`src/rtl/i2ctbt_pkg.sv`:
```
package i2ctbt_pkg;

	// table geometry
	localparam int TABLE_DEPTH = 8;
	localparam int OFF_W       = 3;

	// bus phase encoding: bit phases run from PH_BIT0 (bit 0 low) to PH_ACK_HIGH
	localparam logic [4:0] PH_IDLE     = 5'd0;
	localparam logic [4:0] PH_START    = 5'd1;
	localparam logic [4:0] PH_BIT0     = 5'd2;
	localparam logic [4:0] PH_ACK_HIGH = 5'd19;
	localparam logic [4:0] PH_IGNORE   = 5'd20;

	// register indexes on the configuration port
	localparam logic [1:0] REG_OWN_ADDR = 2'd0;
	localparam logic [1:0] REG_STRETCH  = 2'd1;
	localparam logic [1:0] REG_TABLE    = 2'd2;

	// register reset values
	localparam logic [6:0]  OWN_ADDR_RST = 7'h50;
	localparam logic [9:0]  STRETCH_RST  = 10'd10;
	localparam logic [63:0] TABLE_RST    = 64'hFF34_5623_AD00_13FA;

	typedef enum logic [1:0] {
		KIND_ADDR  = 2'd0,
		KIND_WRITE = 2'd1,
		KIND_READ  = 2'd2
	} kind_t;

	typedef enum logic [1:0] {
		EV_NONE  = 2'd0,
		EV_START = 2'd1,
		EV_STOP  = 2'd2,
		EV_ERROR = 2'd3
	} event_t;

	typedef struct packed {
		logic [6:0]  own_address;
		logic [9:0]  stretch_ticks;
		logic [63:0] table_bytes;
	} cfg_t;

	typedef struct packed {
		logic        sda_pull_low;
		logic        scl_hold_low;
		logic        byte_done;
		logic [7:0]  byte_value;
		kind_t       byte_kind;
		logic        byte_acked;
		event_t      bus_event;
	} res_t;

endpackage

```
`src/rtl/i2ctbt_regs.sv`:
```
module i2ctbt_regs
	import i2ctbt_pkg::*;
(
	input  logic        clk,
	input  logic        arst_n,
	input  logic        psel,
	input  logic        penable,
	input  logic        pwrite,
	input  logic [4:0]  paddr,
	input  logic [63:0] pwdata,
	output logic [63:0] prdata,
	output logic        pready,
	output cfg_t        cfg
);

	logic [6:0]  own_address_q;
	logic [9:0]  stretch_ticks_q;
	logic [63:0] table_bytes_q;
	logic        wr_en;
	logic [1:0]  reg_idx;

	assign pready  = 1'b1;
	assign wr_en   = psel & penable & pwrite & pready;
	assign reg_idx = paddr[4:3];

	// register writes
	always_ff @(posedge clk or negedge arst_n) begin
		if (!arst_n) begin
			own_address_q   <= OWN_ADDR_RST;
			stretch_ticks_q <= STRETCH_RST;
			table_bytes_q   <= TABLE_RST;
		end else if (wr_en) begin
			case (reg_idx)
				REG_OWN_ADDR: own_address_q   <= pwdata[6:0];
				REG_STRETCH:  stretch_ticks_q <= pwdata[9:0];
				REG_TABLE:    table_bytes_q   <= pwdata;
				default: ;
			endcase
		end
	end

	// read mux
	always_comb begin
		case (reg_idx)
			REG_OWN_ADDR: prdata = {57'd0, own_address_q};
			REG_STRETCH:  prdata = {54'd0, stretch_ticks_q};
			REG_TABLE:    prdata = table_bytes_q;
			default:      prdata = 64'd0;
		endcase
	end

	assign cfg.own_address   = own_address_q;
	assign cfg.stretch_ticks = stretch_ticks_q;
	assign cfg.table_bytes   = table_bytes_q;

endmodule

```
`src/rtl/i2ctbt_engine.sv`:
```
module i2ctbt_engine
	import i2ctbt_pkg::*;
(
	input  logic clk,
	input  logic arst_n,
	input  logic step,
	input  logic scl,
	input  logic sda,
	input  cfg_t cfg,
	output res_t res
);

	// protocol state
	logic [4:0]     phase_q;
	logic [7:0]     shift_q;
	kind_t          kind_q;
	logic [OFF_W-1:0] offset_q;
	logic           owritten_q;
	logic           addressed_q;
	logic [9:0]     stretch_q;
	logic           last_scl_q;
	logic           last_sda_q;
	logic           ack_q;

	logic [4:0]     n_phase;
	logic [7:0]     n_shift;
	kind_t          n_kind;
	logic [OFF_W-1:0] n_offset;
	logic           n_owritten;
	logic           n_addressed;
	logic [9:0]     n_stretch;
	logic           n_ack;

	logic [3:0]     bit_b;
	logic [3:0]     n_bit_b;
	logic [3:0]     low_b;
	logic           go_low;
	logic           do_start;
	logic           do_idle;
	logic           in_bits;
	logic           n_in_bits;
	event_t         ev;
	logic           done;
	logic [7:0]     dval;
	kind_t          dkind;
	logic           dack;
	logic           pull;
	logic           hold;

	assign bit_b   = 4'((phase_q - PH_BIT0) >> 1);
	assign in_bits = (phase_q >= PH_BIT0) && (phase_q <= PH_ACK_HIGH);

	// next state for one line sample
	always_comb begin
		n_phase     = phase_q;
		n_shift     = shift_q;
		n_kind      = kind_q;
		n_offset    = offset_q;
		n_owritten  = owritten_q;
		n_addressed = addressed_q;
		n_stretch   = stretch_q;
		n_ack       = ack_q;
		ev          = EV_NONE;
		done        = 1'b0;
		dval        = 8'd0;
		dkind       = KIND_ADDR;
		dack        = 1'b0;
		go_low      = 1'b0;
		low_b       = 4'd0;
		do_start    = 1'b0;
		do_idle     = 1'b0;

		if (phase_q == PH_IDLE) begin
			// start needs both lines high on the previous sample
			if (last_scl_q && last_sda_q && !(scl && sda)) begin
				if (scl && !sda) begin
					do_start = 1'b1;
					ev       = EV_START;
				end else begin
					ev = EV_ERROR;
				end
			end
		end else if (phase_q == PH_START) begin
			if (!scl && !sda) begin
				go_low = 1'b1;
			end else if (scl && sda) begin
				do_idle = 1'b1;
				ev      = EV_STOP;
			end else if (!scl && sda) begin
				do_idle = 1'b1;
				ev      = EV_ERROR;
			end
		end else if (in_bits) begin
			if (!phase_q[0]) begin
				// scl low half: stretch, then wait for the rising edge
				if (stretch_q != 10'd0) begin
					n_stretch = stretch_q - 10'd1;
				end else if (scl) begin
					n_phase = phase_q + 5'd1;
					if (bit_b < 4'd8) begin
						if (kind_q != KIND_READ)
							n_shift = shift_q | (8'(sda) << (3'd7 - bit_b[2:0]));
					end else begin
						if (kind_q == KIND_READ) begin
							n_ack = ~sda;
							if (!sda)
								n_offset = (32'(offset_q) + 32'd1 >= 32'(TABLE_DEPTH)) ?
									'0 : offset_q + 1'b1;
						end else if (kind_q == KIND_WRITE) begin
							n_owritten = 1'b1;
						end
						done  = 1'b1;
						dval  = shift_q;
						dkind = kind_q;
						dack  = n_ack;
					end
				end
			end else begin
				// scl high half: falling edge moves on, sda change is start/stop
				if (!scl) begin
					if (bit_b < 4'd7) begin
						go_low = 1'b1;
						low_b  = bit_b + 4'd1;
					end else if (bit_b == 4'd7) begin
						case (kind_q)
							KIND_ADDR: begin
								n_ack = (shift_q[7:1] == cfg.own_address);
								if (n_ack)
									n_addressed = 1'b1;
							end
							KIND_WRITE: begin
								n_ack = !owritten_q && (shift_q < 8'(TABLE_DEPTH));
								if (n_ack)
									n_offset = shift_q[OFF_W-1:0];
							end
							default: n_ack = 1'b0;
						endcase
						go_low = 1'b1;
						low_b  = 4'd8;
					end else begin
						if (kind_q == KIND_ADDR) begin
							if (!addressed_q) begin
								n_phase = PH_IGNORE;
							end else begin
								n_kind = shift_q[0] ? KIND_READ : KIND_WRITE;
								go_low = 1'b1;
							end
						end else begin
							if (kind_q == KIND_READ && !ack_q)
								n_kind = KIND_WRITE;
							go_low = 1'b1;
						end
					end
				end else if (last_scl_q && (last_sda_q != sda)) begin
					if (last_sda_q) begin
						do_start = 1'b1;
						ev       = EV_START;
					end else begin
						do_idle = 1'b1;
						ev      = EV_STOP;
					end
				end
			end
		end else begin
			// bus released after a mismatch: only watch for start and stop
			if (last_scl_q && scl && (last_sda_q != sda)) begin
				if (last_sda_q) begin
					do_start = 1'b1;
					ev       = EV_START;
				end else begin
					do_idle = 1'b1;
					ev      = EV_STOP;
				end
			end else if (phase_q > PH_IGNORE) begin
				do_idle = 1'b1;
			end
		end

		// enter a new scl low phase
		if (go_low) begin
			n_phase   = PH_BIT0 + {low_b, 1'b0};
			n_stretch = cfg.stretch_ticks;
			if (low_b == 4'd0)
				n_shift = (n_kind == KIND_READ) ?
					cfg.table_bytes[{n_offset, 3'b000} +: 8] : 8'd0;
		end

		if (do_start || do_idle) begin
			n_phase     = do_start ? PH_START : PH_IDLE;
			n_kind      = KIND_ADDR;
			n_owritten  = 1'b0;
			n_addressed = 1'b0;
			n_ack       = 1'b0;
			if (do_idle)
				n_offset = '0;
		end
	end

	// line drive from the updated state
	assign n_bit_b   = 4'((n_phase - PH_BIT0) >> 1);
	assign n_in_bits = (n_phase >= PH_BIT0) && (n_phase <= PH_ACK_HIGH);

	always_comb begin
		pull = 1'b0;
		hold = 1'b0;
		if (n_in_bits) begin
			if (n_bit_b < 4'd8) begin
				if (n_kind == KIND_READ)
					pull = ~n_shift[3'd7 - n_bit_b[2:0]];
			end else if (n_kind != KIND_READ) begin
				pull = n_ack;
			end
			hold = !n_phase[0] && (n_stretch != 10'd0);
		end
	end

	assign res.sda_pull_low = pull;
	assign res.scl_hold_low = hold;
	assign res.byte_done    = done;
	assign res.byte_value   = dval;
	assign res.byte_kind    = dkind;
	assign res.byte_acked   = dack;
	assign res.bus_event    = ev;

	// state update once per sample
	always_ff @(posedge clk or negedge arst_n) begin
		if (!arst_n) begin
			phase_q     <= PH_IDLE;
			shift_q     <= 8'd0;
			kind_q      <= KIND_ADDR;
			offset_q    <= '0;
			owritten_q  <= 1'b0;
			addressed_q <= 1'b0;
			stretch_q   <= 10'd0;
			last_scl_q  <= 1'b1;
			last_sda_q  <= 1'b1;
			ack_q       <= 1'b0;
		end else if (step) begin
			phase_q     <= n_phase;
			shift_q     <= n_shift;
			kind_q      <= n_kind;
			offset_q    <= n_offset;
			owritten_q  <= n_owritten;
			addressed_q <= n_addressed;
			stretch_q   <= n_stretch;
			last_scl_q  <= scl;
			last_sda_q  <= sda;
			ack_q       <= n_ack;
		end
	end

endmodule

```
`src/rtl/i2c_target_byte_table_unit.sv`:
```
// I2C target answering reads from an eight-byte table.
// Input stream: one word per tick, the synchronized SCL and SDA samples.
// Output stream: one word per input word, with the SDA pull-down and SCL
// hold-low drives, a byte report (value, kind, acknowledge) on the tick SCL
// rises for the acknowledge bit, and a bus event code (start, stop, error).
// The APB port sets the own address, the stretch length and the table bytes;
// write it only while no words are in flight.
// Path: an accepted word is held in the input register, then processed by the
// state update, and its result sits in the output register until it is taken.
// Throughput: one word per cycle while the output is taken, set by the single
// state update per sample between the input register and the output register.
// Reset: the bus logic is idle with both lines taken as high, offset zero,
// registers at their defaults, both stream sides empty.
// Stall: while m_tready is low the result holds; one more word is kept in the
// input register, then s_tready drops until the output is taken.
module i2c_target_byte_table_unit
	import i2ctbt_pkg::*;
(
	input  logic        clk,
	input  logic        arst_n,
	// line samples
	input  logic        s_tvalid,
	output logic        s_tready,
	input  logic [7:0]  s_tdata,   // [0] scl_in, [1] sda_in, [7:2] zero
	// results
	output logic        m_tvalid,
	input  logic        m_tready,
	output logic [15:0] m_tdata,   // [0] sda_pull_low, [1] scl_hold_low, [2] byte_done,
	                               // [10:3] byte_value, [11] byte_acked,
	                               // [13:12] bus_event, [15:14] zero
	output logic [1:0]  m_tuser,   // [1:0] byte_kind
	// configuration
	input  logic        psel,
	input  logic        penable,
	input  logic        pwrite,
	input  logic [4:0]  paddr,
	input  logic [63:0] pwdata,
	output logic [63:0] prdata,
	output logic        pready
);

	cfg_t cfg;
	res_t res;
	res_t res_q;
	logic valid_s1;
	logic scl_s1;
	logic sda_s1;
	logic out_valid_q;
	logic advance;

	i2ctbt_regs u_regs (
		.clk     (clk),
		.arst_n  (arst_n),
		.psel    (psel),
		.penable (penable),
		.pwrite  (pwrite),
		.paddr   (paddr),
		.pwdata  (pwdata),
		.prdata  (prdata),
		.pready  (pready),
		.cfg     (cfg)
	);

	assign advance  = valid_s1 && (!out_valid_q || m_tready);
	assign s_tready = !valid_s1 || advance;

	// input register
	always_ff @(posedge clk or negedge arst_n) begin
		if (!arst_n) begin
			valid_s1 <= 1'b0;
		end else if (s_tready) begin
			valid_s1 <= s_tvalid;
		end
	end

	always_ff @(posedge clk) begin
		if (s_tvalid && s_tready) begin
			scl_s1 <= s_tdata[0];
			sda_s1 <= s_tdata[1];
		end
	end

	i2ctbt_engine u_engine (
		.clk    (clk),
		.arst_n (arst_n),
		.step   (advance),
		.scl    (scl_s1),
		.sda    (sda_s1),
		.cfg    (cfg),
		.res    (res)
	);

	// output register
	always_ff @(posedge clk or negedge arst_n) begin
		if (!arst_n) begin
			out_valid_q <= 1'b0;
		end else if (advance) begin
			out_valid_q <= 1'b1;
		end else if (m_tready) begin
			out_valid_q <= 1'b0;
		end
	end

	always_ff @(posedge clk) begin
		if (advance)
			res_q <= res;
	end

	assign m_tvalid = out_valid_q;
	assign m_tdata  = {2'b00, res_q.bus_event, res_q.byte_acked, res_q.byte_value,
		res_q.byte_done, res_q.scl_hold_low, res_q.sda_pull_low};
	assign m_tuser  = res_q.byte_kind;

endmodule

```
`config.mk`:
```
export PLATFORM = sky130hd
export DESIGN_NAME = i2c_target_byte_table_unit
export DESIGN_NICKNAME = d
export VERILOG_FILES = /design/src/rtl/i2ctbt_pkg.sv /design/src/rtl/i2ctbt_regs.sv /design/src/rtl/i2ctbt_engine.sv /design/src/rtl/i2c_target_byte_table_unit.sv
export SDC_FILE = /design/constraint.sdc
export NUM_CORES = 1
export LEC_CHECK = 0
export BUFFER_PORTS_ARGS = -buffer_cell sky130_fd_sc_hd__clkbuf_2
export CAP_MARGIN = 30
export CORE_UTILIZATION = 50
export DETAILED_ROUTE_END_ITERATION = 6
export PLACE_DENSITY = 0.74
export SLEW_MARGIN = 20
export SYNTH_ARGS = -nofsm -noshare
export SYNTH_HDL_FRONTEND = slang
export SYNTH_SLANG_ARGS = --single-unit
```
`constraint.sdc`:
```
create_clock -name clk -period 5.7 [get_ports clk]
set_input_delay 0.285 -clock clk [delete_from_list [all_inputs] [get_ports clk]]
set_output_delay 0.285 -clock clk [all_outputs]
set_load 0.01 [all_outputs]
```
==> results.sh <==
export IMPL_hpwl_um=17200
export IMPL_avgSynthCellArea_um2=9.52
export IMPL_placement_rows=46
export IMPL_crit_top_cell="inv_1"
export IMPL_yosysTopAreaCell="dfrtp_1"
export IMPL_setup_violations=0
export IMPL_cp_arrival_ps=5060
export IMPL_core_area_um2=16100
export IMPL_synth_cell_types=84
export IMPL_htreeDepth=4
export IMPL_wl_met2_um=11100
export IMPL_drc=0
export IMPL_max_clock_freq_ghz=0.208
export IMPL_initial_core_util_pct=51.9
export IMPL_dieArea_um2=17200
export IMPL_async_flop_share_pct=86.6
export IMPL_stdcell_count=1248
export IMPL_p_leak_nw=4.35
export IMPL_syn_to_final_growth_pct=19.8
export IMPL_worstMarginPinSlew_ps=1000
export IMPL_post_cts_buffers=0
export IMPL_final_core_util_pct=62.2
export IMPL_avgRoutedWirePerCell_um=19.3
export IMPL_nNetsFinal=1111
export IMPL_ys_warn_count=0
export IMPL_drive_gt1_share_pct=34.0
export IMPL_period_needed_ps=4810
export IMPL_gp_congestion=0.973
export IMPL_cts_root_buffer="clkbuf_16"
export IMPL_clkSinkCount=134
export IMPL_outcome="finished, final reports clean"
export IMPL_path_max_fanout=15
export IMPL_slew_headroom_pct=32.7
export IMPL_grt_pass1_vias=7059
export IMPL_critPathCaptureType="register"
export IMPL_synth_edf_count=18
export IMPL_clk_pin_slew_worst_paths_ps=60
export IMPL_finalCritPeriodShare_pct=84.4
export IMPL_die_x_um=131
export IMPL_overflow=0
export IMPL_synth_cells=876
export IMPL_firstDrtPassIters=5
export IMPL_fin_hold_ws_ps=33.4
export IMPL_path_buf_inv=4
export IMPL_cellPowerDensity_nw_per_um2=461
export IMPL_pin_count=169
export IMPL_antenna_found_initial=0
export IMPL_clock_path_buffers=2
export IMPL_max_stage_delay_ps=550
export IMPL_vias=7455
export IMPL_worstSetupStartpointType="register"
export IMPL_worst_slack_ps=887
export IMPL_cts_tree="yes"
export IMPL_postPlaceCellArea_um2=9310
export IMPL_netlist_area_um2=8340
export IMPL_ys_top_cells_by_count="nand2_1 (84), mux2_2 (80), dfrtp_1 (78)"
export IMPL_dp_cells=1213
export IMPL_rsz0062_at_grt="false"
export IMPL_setup_tns_ps=0
export IMPL_wl_um=24000
export IMPL_synth_most_common_cell="nand2_1"
export IMPL_insertion_delay_ps=430
export IMPL_ys_flop_type="dfrtp_1"
export IMPL_slew_viol_final=0
export IMPL_crit_required_ps=5950
export IMPL_cts_buffers=17
export IMPL_ys_ff_latch=134
export IMPL_synth_top_cell_area_share_pct=23.4
export IMPL_totalPowerFinal_mw=4.61
export IMPL_hold_path_class="in2reg"
export IMPL_postRouteAntennaNets=0
export IMPL_fp_dieH_um=131
export IMPL_criticalPathCategory="reg2reg"
export IMPL_final_cell_area_um2=9990
export IMPL_cp_top_family="compound AO/OA/AOI/OAI gates"
export IMPL_fin_skew_ps=8.89
export IMPL_grt_pass1_wl_um=38400
export IMPL_drtIter0Drc=615
export IMPL_wl_met1_um=10400
export IMPL_yosysSeqAreaShare_pct=41.8
export IMPL_port_buffers=156
export IMPL_routed_wl_met3_um=2050
export IMPL_worstPathCellList="inv_1, ha_1, nor3b_1, o21ai_1, a31o_2, a221oi_2, buf_4, o221a_1, inv_1, ha_1, inv_1, xnor2_1, nor4_1, nor4bb_1, o21a_2, o211ai_2, o31ai_2"
export IMPL_hold_viol=0
export IMPL_peakVddDrop_mv=0.316
export IMPL_vias_per_cell=5.97
export IMPL_nFillCells=1356
export IMPL_drv_cap=0
export IMPL_critPathSlowestCell="dfrtp_1"
export IMPL_num_antenna_cells=0
export IMPL_routed_top_layer="met4"
export IMPL_grt_usage_pct=28.5
export IMPL_grt_max_degree=76
export IMPL_dp_slack_ps=1020
export IMPL_synth_area_top_cells="dfrtp_1 (23%), dfstp_2 (12%), mux2_2 (11%)"
==> path summary, 6_finish.rpt <==
kind,slack (ps),end,cells past startpoint,start
max,890,m_tdata[0],17,u_engine.phase_q[2]
max reg2reg,890,m_tdata[0],17,u_engine.phase_q[2]
min,30,sda_s1,1,s_tdata[1]
max in group asynchronous,4240,u_regs.table_bytes_q[26],4,arst_n
min reg2reg,490,u_engine.last_sda_q,2,u_engine.last_sda_q
min in group asynchronous,390,u_engine.phase_q[2],2,arst_n
==> cells by family after synthesis <==
kind of cell / Yosys count / synth area share (%)
simple gates: 345 / 22.3
compound gates: 187 / 15.1
flops: 134 / 41.8
mux: 103 / 13.6
buf+inv: 80 / 4.06
xor+xnor: 17 / 1.78
fa+ha+maj: 8 / 1.20
other cells: 2 / 0.0900
==> cell usage in the layout, fill, tap and decap left out, types with 6 or more instances in the layout <==
cell type / n
or3_1: 7
nor2_1: 51
o21ai_0: 60
a211oi_1: 10
nand2b_1: 18
buf_4: 17
mux2_2: 80
clkbuf_16: 18
xnor2_1: 12
ha_1: 8
nand4_1: 11
a31oi_1: 9
dfrtp_1: 78
nor2b_1: 6
nand3_1: 18
or4_1: 9
o21a_1: 6
o211ai_1: 7
inv_6: 6
edfxtp_1: 18
dfstp_2: 38
mux2i_1: 22
and2_1: 66
nand2_1: 84
a22o_1: 7
inv_1: 26
nor4_1: 7
a21oi_1: 27
clkbuf_2: 155
nor3_1: 29
o22ai_1: 7
==> repair_timing <==
| item | CTS | global route |
|---|---|---|
| hold endpoints to repair | 32 | 0 |
| hold buffers | 1 | 0 |
| resized for setup | 0 | 0 |
==> per-layer routing <==
| metal | global-route usage, % | vias up |
|---|---|---|
| li1 | - | 3471 |
| met1 | 38.9 | 3625 |
| met2 | 43.8 | 315 |
| met3 | 7.29 | 44 |
| met4 | 9.87 | 0 |
| met5 | 0 | - |
==> power by group <==
part,total [mW],switching [mW],leakage (nW),internal [mW]
Sequential,1.46,0.230,1.56,1.23
Combinational,1.96,1.17,2.48,0.788
Clock,1.19,0.464,0.315,0.728
Total,4.61,1.86,4.35,2.75
==> layout make-up <==
| cell class | instances | area (um2) | area share (%) |
|---|---|---|---|
| Clock buffer | 18 | 450 | 4.51 |
| Clock inverter | 14 | 184 | 1.84 |
| Inverter | 27 | 101 | 1.01 |
| Multi-Input combinational cell | 663 | 4530 | 45.3 |
| Sequential cell | 134 | 3490 | 34.9 |
| Tap cell | 216 | 270 | 2.71 |
| Timing Repair Buffer | 176 | 966 | 9.67 |
==> state kept, by name (all words and copies together) (netlist names), 2 cells and up <==
name and cells:
u_engine.stretch_q 10, u_engine.offset_q 3, u_regs.own_address_q 7, m_tuser 2, u_engine.kind_q 2, u_regs.stretch_ticks_q 10
u_engine.phase_q 5, u_engine.shift_q 8, m_tdata 14, u_regs.table_bytes_q 64
(Power assumes the default switching activity.)
